File: src/mlt_pkg.sv
// Shared types and constants of the MAC learning table with aging.
package mlt_pkg;

    // Default depth of the entry store.
    localparam int TABLE_ENTRIES_DEF = 256;
    // Number of switch ports; a learn on a higher port number is ignored.
    localparam int PORT_COUNT = 16;

    // Field widths.
    localparam int ADDR_W    = 48;
    localparam int PORT_W    = 4;
    localparam int STAMP_W   = 16;
    localparam int TIMEOUT_W = 8;
    localparam int AGED_W    = 9;
    localparam int OP_W      = 2;

    // Stream word widths.
    localparam int S_TDATA_W = 56;
    localparam int M_TDATA_W = 16;

    // Reset value of the aging timeout in seconds.
    localparam logic [TIMEOUT_W-1:0] TIMEOUT_RESET = 8'd30;

    // Operation codes.
    localparam logic [OP_W-1:0] OP_LOOKUP = 2'd0;
    localparam logic [OP_W-1:0] OP_LEARN  = 2'd1;
    localparam logic [OP_W-1:0] OP_TICK   = 2'd2;

    // One slot of the table as held in memory.
    typedef struct packed {
        logic               valid;
        logic [ADDR_W-1:0]  addr;
        logic [PORT_W-1:0]  port;
        logic [STAMP_W-1:0] stamp;
    } t_entry;

    // Verdict of the compare unit on one slot.
    typedef struct packed {
        logic match;
        logic free;
        logic expired;
    } t_cmp;

    // One result word.
    typedef struct packed {
        logic              hit;
        logic [PORT_W-1:0] found_port;
        logic              full;
        logic [AGED_W-1:0] aged;
    } t_result;

    // Sequencer status seen at the top level.
    typedef struct packed {
        logic clearing;
        logic busy;
    } t_status;

endpackage

File: src/mlt_cmp.sv
// Compare unit: address match, free slot and age check on one slot.
module mlt_cmp (
    input  mlt_pkg::t_entry                     i_entry,
    input  logic [mlt_pkg::ADDR_W-1:0]          i_addr,
    input  logic [mlt_pkg::STAMP_W-1:0]         i_seconds,
    input  logic [mlt_pkg::TIMEOUT_W-1:0]       i_timeout,
    output mlt_pkg::t_cmp                       o_cmp
);
    import mlt_pkg::*;

    logic [STAMP_W-1:0] age;

    // Age wraps with the seconds counter.
    assign age = i_seconds - i_entry.stamp;

    assign o_cmp.match   = i_entry.valid && (i_entry.addr == i_addr);
    assign o_cmp.free    = !i_entry.valid;
    assign o_cmp.expired = i_entry.valid &&
                           (age > {{(STAMP_W-TIMEOUT_W){1'b0}}, i_timeout});

endmodule

File: src/mlt_ctrl.sv
// Sequencer: walks the entry store for each lookup, learn or tick and holds the result.
module mlt_ctrl #(
    parameter int TABLE_ENTRIES = mlt_pkg::TABLE_ENTRIES_DEF
) (
    input  logic                             i_clk,
    input  logic                             i_rst_n,
    input  logic                             i_s_valid,
    output logic                             o_s_ready,
    input  logic [mlt_pkg::OP_W-1:0]         i_s_op,
    input  logic [mlt_pkg::ADDR_W-1:0]       i_s_addr,
    input  logic [mlt_pkg::PORT_W-1:0]       i_s_port,
    output logic                             o_m_valid,
    input  logic                             i_m_ready,
    output mlt_pkg::t_result                 o_m_result,
    input  logic [mlt_pkg::TIMEOUT_W-1:0]    i_timeout,
    output logic                             o_wr_en,
    output logic [$clog2(TABLE_ENTRIES)-1:0] o_wr_idx,
    output mlt_pkg::t_entry                  o_wr_data,
    output logic                             o_rd_en,
    output logic [$clog2(TABLE_ENTRIES)-1:0] o_rd_idx,
    input  mlt_pkg::t_entry                  i_rd_data,
    output mlt_pkg::t_status                 o_status
);
    import mlt_pkg::*;

    localparam int IDX_W = $clog2(TABLE_ENTRIES);
    localparam int CNT_W = $clog2(TABLE_ENTRIES + 1);
    localparam logic [IDX_W-1:0] LAST_IDX = IDX_W'(TABLE_ENTRIES - 1);
    localparam logic [8:0] PORT_LIMIT = 9'(PORT_COUNT);

    typedef enum logic [1:0] {
        S_CLEAR,
        S_IDLE,
        S_SCAN,
        S_FINISH
    } t_state;

    t_state             r_state;
    logic [IDX_W-1:0]   r_idx;
    logic               r_pend;
    logic [IDX_W-1:0]   r_pend_idx;
    logic [OP_W-1:0]    r_op;
    logic [ADDR_W-1:0]  r_addr;
    logic [PORT_W-1:0]  r_port;
    logic [STAMP_W-1:0] r_seconds;
    logic               r_free_vld;
    logic [IDX_W-1:0]   r_free_idx;
    logic [CNT_W-1:0]   r_aged;
    t_result            r_res;
    t_result            r_out;
    logic               r_out_valid;

    t_cmp   cmp;
    t_entry learn_word;
    logic   pend_last;
    logic   port_ok;

    // Shared compare unit on the slot just read.
    mlt_cmp u_cmp (
        .i_entry   (i_rd_data),
        .i_addr    (r_addr),
        .i_seconds (r_seconds),
        .i_timeout (i_timeout),
        .o_cmp     (cmp)
    );

    assign pend_last = (r_pend_idx == LAST_IDX);
    assign port_ok   = ({5'd0, i_s_port} < PORT_LIMIT);

    assign learn_word.valid = 1'b1;
    assign learn_word.addr  = r_addr;
    assign learn_word.port  = r_port;
    assign learn_word.stamp = r_seconds;

    // Memory read follows the scan index.
    assign o_rd_en  = (r_state == S_SCAN);
    assign o_rd_idx = r_idx;

    // Memory writes: clearing pass, learn refresh or fill, and removal on a tick.
    always_comb begin
        o_wr_en   = 1'b0;
        o_wr_idx  = r_pend_idx;
        o_wr_data = '0;
        unique case (r_state)
            S_CLEAR: begin
                o_wr_en  = 1'b1;
                o_wr_idx = r_idx;
            end
            S_SCAN: begin
                if (r_pend) begin
                    case (r_op)
                        OP_LEARN: begin
                            if (cmp.match) begin
                                o_wr_en   = 1'b1;
                                o_wr_data = learn_word;
                            end else if (pend_last && (r_free_vld || cmp.free)) begin
                                o_wr_en   = 1'b1;
                                o_wr_idx  = r_free_vld ? r_free_idx : r_pend_idx;
                                o_wr_data = learn_word;
                            end
                        end
                        OP_TICK: begin
                            o_wr_en = cmp.expired;
                        end
                        default: begin
                            o_wr_en = 1'b0;
                        end
                    endcase
                end
            end
            default: begin
                o_wr_en = 1'b0;
            end
        endcase
    end

    // State, scan bookkeeping and the output register.
    always_ff @(posedge i_clk) begin
        if (!i_rst_n) begin
            r_state     <= S_CLEAR;
            r_idx       <= '0;
            r_pend      <= 1'b0;
            r_seconds   <= '0;
            r_free_vld  <= 1'b0;
            r_out_valid <= 1'b0;
        end else begin
            if (r_out_valid && i_m_ready) begin
                r_out_valid <= 1'b0;
            end
            unique case (r_state)
                S_CLEAR: begin
                    r_idx <= r_idx + 1'b1;
                    if (r_idx == LAST_IDX) begin
                        r_idx   <= '0;
                        r_state <= S_IDLE;
                    end
                end
                S_IDLE: begin
                    if (i_s_valid) begin
                        r_op       <= i_s_op;
                        r_addr     <= i_s_addr;
                        r_port     <= i_s_port;
                        r_res      <= '0;
                        r_aged     <= '0;
                        r_free_vld <= 1'b0;
                        r_idx      <= '0;
                        r_pend     <= 1'b0;
                        case (i_s_op)
                            OP_LOOKUP: begin
                                r_state <= S_SCAN;
                            end
                            OP_LEARN: begin
                                r_state <= port_ok ? S_SCAN : S_FINISH;
                            end
                            OP_TICK: begin
                                r_seconds <= r_seconds + 1'b1;
                                r_state   <= S_SCAN;
                            end
                            default: begin
                                r_state <= S_FINISH;
                            end
                        endcase
                    end
                end
                S_SCAN: begin
                    if (r_idx != LAST_IDX) begin
                        r_idx <= r_idx + 1'b1;
                    end
                    r_pend     <= 1'b1;
                    r_pend_idx <= r_idx;
                    if (r_pend) begin
                        case (r_op)
                            OP_LOOKUP: begin
                                if (cmp.match) begin
                                    r_res.hit        <= 1'b1;
                                    r_res.found_port <= i_rd_data.port;
                                    r_pend           <= 1'b0;
                                    r_state          <= S_FINISH;
                                end else if (pend_last) begin
                                    r_pend  <= 1'b0;
                                    r_state <= S_FINISH;
                                end
                            end
                            OP_LEARN: begin
                                if (cmp.match) begin
                                    r_res.hit <= 1'b1;
                                    r_pend    <= 1'b0;
                                    r_state   <= S_FINISH;
                                end else begin
                                    if (cmp.free && !r_free_vld) begin
                                        r_free_vld <= 1'b1;
                                        r_free_idx <= r_pend_idx;
                                    end
                                    if (pend_last) begin
                                        r_res.full <= !(r_free_vld || cmp.free);
                                        r_pend     <= 1'b0;
                                        r_state    <= S_FINISH;
                                    end
                                end
                            end
                            OP_TICK: begin
                                r_aged <= r_aged + CNT_W'(cmp.expired);
                                if (pend_last) begin
                                    r_res.aged <= AGED_W'(r_aged + CNT_W'(cmp.expired));
                                    r_pend     <= 1'b0;
                                    r_state    <= S_FINISH;
                                end
                            end
                            default: begin
                                r_pend  <= 1'b0;
                                r_state <= S_FINISH;
                            end
                        endcase
                    end
                end
                S_FINISH: begin
                    if (!r_out_valid || i_m_ready) begin
                        r_out       <= r_res;
                        r_out_valid <= 1'b1;
                        r_state     <= S_IDLE;
                    end
                end
                default: begin
                    r_state <= S_IDLE;
                end
            endcase
        end
    end

    assign o_s_ready  = (r_state == S_IDLE);
    assign o_m_valid  = r_out_valid;
    assign o_m_result = r_out;

    assign o_status.clearing = (r_state == S_CLEAR);
    assign o_status.busy     = (r_state == S_SCAN) || (r_state == S_FINISH);

endmodule

File: config.mk
export PLATFORM = sky130hd
export DESIGN_NAME = mlt_ctrl
export DESIGN_NICKNAME = d
export VERILOG_FILES = /design/src/mlt_pkg.sv /design/src/mlt_cmp.sv /design/src/mlt_ctrl.sv
export SDC_FILE = /design/constraint.sdc
export NUM_CORES = 1
export LEC_CHECK = 0
export BUFFER_PORTS_ARGS = -buffer_cell sky130_fd_sc_hd__buf_2
export CELL_PAD_IN_SITES_DETAIL_PLACEMENT = 0
export CELL_PAD_IN_SITES_GLOBAL_PLACEMENT = 1
export CORE_MARGIN = 5
export CORE_UTILIZATION = 30
export CTS_CLUSTER_DIAMETER = 100
export DETAILED_ROUTE_END_ITERATION = 12
export GPL_TIMING_DRIVEN = 0
export PLACE_DENSITY_LB_ADDON = 0.08
export SYNTH_ARGS = -nofsm -noshare
export SYNTH_HDL_FRONTEND = slang
export SYNTH_HIERARCHICAL = 1
export SYNTH_SLANG_ARGS = --single-unit
File: constraint.sdc
create_clock -name i_clk -period 5.8 [get_ports i_clk]
set_input_delay 0.58 -clock i_clk [delete_from_list [all_inputs] [get_ports i_clk]]
set_output_delay 0.58 -clock i_clk [all_outputs]
set_load 0.01 [all_outputs]
# Word-level counts from Yosys, hierarchy flattened
# Index checks and enable logic that the tools add are counted.
[totals]
reg_bits = 138
output_inout_bits = 106
wordCells = 144
[op_classes]
addsub = 4
magnitude_cmp = 1
n_eq_ne = 26
muxes = 59
n_bitwise = 1
n_reduce_logical = 33
[op_table]
columns = ["cell", "n"]
rows = [
  ["2-to-1 mux 69 bit", 5],
  ["2-to-1 mux 8 bit", 8],
  ["equality test 48 bit", 1],
  ["2-to-1 mux 9 bit", 5],
  ["2-to-1 mux 15 bit", 2],
  ["case mux 15 bit (2 select lines)", 1],
  ["case mux 8 bit (3 select lines)", 1],
  ["AND reduction 6 bit", 4],
  ["2-to-1 mux 1 bit", 19],
  ["inequality test 2 x 1 -> 1 bit (second input constant)", 9],
  ["case mux 9 bit (2 select lines)", 1],
  ["adder 16 x 1 -> 16 bit (second input constant)", 1],
  ["equality test 8 bit (second input constant)", 2],
  ["> comparator 16 x 8 -> 1 bit", 1],
  ["case mux 8 bit (2 select lines)", 1],
  ["subtractor 16 bit", 1],
  ["AND reduction 7 bit", 2],
  ["2-to-1 mux 2 bit", 6],
  ["case mux 1 bit (2 select lines)", 6],
  ["AND reduction 3 bit", 4],
  ["adder 9 x 1 -> 9 bit", 1],
  ["adder 8 x 1 -> 8 bit (second input constant)", 1],
  ["equality test 2 bit (second input constant)", 4],
  ["inequality test 8 bit (second input constant)", 1],
  ["20 further kinds", 37],
]

# Logic depth before layout (Yosys ltp)
[logic_depth]
word_depth = 8
ltp_mapped = 20
ltp_nobuf = 20

# Modules after synthesis
# Netlist, hierarchy kept.
[modules_own_cells]
columns = ["mod", "n_inst", "cells_per_inst", "area_per_inst_um2"]
rows = [
  ["mlt_ctrl", 1, 473, 5963.2],
  ["mlt_cmp", 1, 236, 1655.3],
]

# Worst setup path before layout
# OpenSTA, ideal clock, no wires.
[synth_path]
kind = "input -> output"
start = "input i_rd_data[1] (netlist bit)"
end = "output o_wr_en"
arrival_time_ps = 4144
t_required_ps = 5220
path_slack_ps = 1076
path_stages = 17
path_buffers = 0
path_cell_list = "inv_1 ha_1 nor2b_1 o31a_1 o21a_1 o41ai_2 xnor2_1 ha_1 a21oi_1 o21ai_0 o21a_1 or4_1 nor4_1 o211ai_1 o41a_1 a22o_1 a41o_1"
[synth_lines]
columns = ["element", "line_no", "text"]
rows = [
  ["from (decl)", "mlt_ctrl.sv:21", "input mlt_pkg::t_entry i_rd_data,"],
  ["to (decl)", "mlt_ctrl.sv:16", "output logic o_wr_en,"],
]

==> impl_metrics.ini <==
[synth]
synth.yosys.warnings = 6
number_of_synthesized_register_bits = 138
synth.top_cell.area_share_pct = 43.0
synthesis.area_um2 = 7620
synth_cell_type_count = 76
ys_top_cells_by_count = edfxtp_1, and2_1, nand2_1, inv_1, xor2_1
syn_inst_count = 709
top_cells_by_area_synth = edfxtp_1, dfxtp_1, and2_1
synth-async-reset-ratio_pct = 0
seq_area_frac_synth_pct = 50.6
synth_top_area_cell = edfxtp_1
post-synth-top-count-cell = edfxtp_1
post_synth.cell_area_avg_um2 = 10.7
syn_nets = 880
ys_dominant_reg_cell = edfxtp_1
synth_edf_count = 109

[route]
initialDrtViolationCount = 302
drt_antenna_net_count = 0
postRouteWirelength_um = 23000
drt_pass1_iterations = 5
routed_via_density = 4.69
wl_per_cell_um = 17.5
drc = 0
detailroute.via_count = 6161

[placed_design]
hpwlAfterDp_um = 18200
numPortBuffers = 240
placed_cells_incl_taps = 1282
placement.cell_area_um2 = 9290
gp_congestion = 0.774

[final_layout]
final-instance-count-excl-fill = 1314
area_growth_pct = 29.7
final_layout_size_suffix_gt1_share_pct = 30.8
diodes = 0
layout.cell_area.non_filler_um2 = 9880
nFillCells = 2590
design.final.nets = 1142

[grt]
antenna_violations_before_repair = 2
maximum_number_of_pins_on_one_net_before_global_route_repair = 28
via_count_of_the_first_global_routing_pass = 6344
global_route.usage.total_pct = 16.1
grt_first_pass_wirelength_um = 35800
gr_ovfl_total = 0

[sta]
setup_tns_ns = 0
max_clock_freq_mhz = 183
layout_worst_path_cycle_share_pct = 94.4
fin_hold_ws_ns = 0.327
number_of_setup_violations_in_the_final_report = 0
rsz_0062_raised_after_global_routing = false
finalClockSkew_ns = 0.0110
worst_pin_slew_ns = 1.01
final.min_clock_period_ns = 5.48
finalHoldViolCount = 0
worst_slew_margin_rel_pct = 32.0
report.final.slew_viol_count = 0

[worst_setup_path]
worst_setup_path_end_kind = output pin
timing.critical_path.slowest_stage_cell = or4_1
required_time_of_the_worst_setup_path_ns = 5.22
most_numerous_cell_on_the_critical_path = o21a_1
crit_path_cell_trace = ha_1, o21a_1, o31a_1, o21a_1, o41ai_2, xnor2_1, ha_1, a21oi_1, o21ai_0, o21a_1, or4_1, nor4_1, o211ai_1, o41a_1, a22o_1, a41o_1, buf_2
critPathLaunchType = flop
arrival_ns = 4.90
worstPathBufferInverterCount = 1
timing_worst_setup_path_type = reg2out
cpPeakStageDelay_ns = 0.50
critical_path_peak_fanout = 6
cp_top_family = compound AO/OA/AOI/OAI gates

[floorplan]
cell_rows = 58
die_x_um = 169
ioPinCount = 241
die_h_um = 169
initial_core_util_pct = 30.3
die_area_um2 = 28700
core_area_um2 = 25100

[cts]
insertion_delay_to_the_later_sink_of_the_worst_skew_pair_ns = 0.42
cts_hold_buf = 0
post_cts_resize_count = 0
clock_tree.htree_level_count = 4
cts_inserted_buffers = 17
cts.clk_slew.worst_paths_ns = 0.07
cts.sinks = 138
post-cts-setup-buffers = 0
clk_path_buf_depth = 2
clock_root_cell = clkbuf_16
cts_tree = built

[power_and_ir_drop]
power.ir.vdd_worst_mv = 0.164
power.density_cell_area_nw_per_um2 = 248
total_leakage_power_nw = 4.31

[min_path]
timing.hold.worst.class = in2reg

[outcome]
run_status = complete, no violations

[job]
maxCapViolCount = 0
==> stage by stage <==
step	util, %	setup WS [ns]	total power, W
2_1_floorplan	-	1.08	0.00125
3_3_place_gp	36.8	0.307	0.00136
3_5_place_dp	37.0	0.358	0.00136
4_1_cts	39.4	0.135	0.00249
5_1_grt	39.4	0.0379	0.00256
6_report	39.4	0.324	0.00245
==> kinds of logic after synthesis <==
| group | after synthesis | synth area share [%] |
|---|---|---|
| compound gates | 122 | 11.8 |
| flops | 138 | 50.6 |
| mux | 5 | 0.673 |
| buf+inv | 74 | 3.88 |
| simple gates | 276 | 20.1 |
| fa+ha+maj | 36 | 6.01 |
| xor+xnor | 58 | 6.91 |
==> worst paths after layout <==
kind | cells past startpoint | endpoint | start | slack, ns
worst min register to register | 0 | o_m_result[1]$_DFFE_PP_ | r_res[1]$_SDFFCE_PN0P_ | 0.42
worst min-delay path | 1 | r_addr[39]$_DFFE_PP_ | i_s_addr[39] | 0.33
worst max register to register | 19 | r_aged[4]$_SDFFCE_PN0P_ | r_seconds[2]$_SDFFE_PN0P_ | 0.90
worst max-delay path | 17 | o_wr_en | r_seconds[2]$_SDFFE_PN0P_ | 0.32
==> report_power, final <==
part	switching (W)	internal, W
Combinational	0.000127	0.000102
Sequential	0.0000185	0.00109
Clock	0.000496	0.000615
Total	0.000641	0.00181
==> cell usage in the layout, fill, tap and decap left out, types with 24 or more instances in the layout <==
master | Yosys | routed
a21oi_1 | 24 | 24
nor2_1 | 33 | 32
edfxtp_1 | 109 | 109
and2_1 | 79 | 79
buf_2 | 4 | 244
ha_1 | 35 | 35
inv_1 | 50 | 50
xor2_1 | 41 | 41
dfxtp_1 | 29 | 28
nand2_1 | 51 | 51
==> final cells by class <==
cell class | count | area (um2) | area share, %
Inverter | 50 | 188 | 1.90
Sequential cell | 138 | 3850 | 39.0
Clock buffer | 17 | 425 | 4.30
Tap cell | 330 | 413 | 4.18
Buffer | 24 | 108 | 1.09
Multi-Input combinational cell | 497 | 3480 | 35.2
Clock inverter | 15 | 169 | 1.71
Timing Repair Buffer | 243 | 1250 | 12.6
==> sequential cells by signal (all words and copies together), names as in the netlist <==
name and count:
o_m_result 15, o_m_valid 1, o_rd_idx 8, r_addr 48, r_aged 9, r_free_idx 8
r_free_vld 1, r_op 2, r_pend 1, r_pend_idx 8, r_port 4, r_res 15
r_seconds 16, r_state 2
==> per-layer routing <==
metal,GRT usage (%),wire length [um]
met1,20.0,9760
met2,27.0,11100
met3,5.99,1870
met4,3.57,189
met5,0,21
Note: power is estimated with default switching activity, not from simulation.
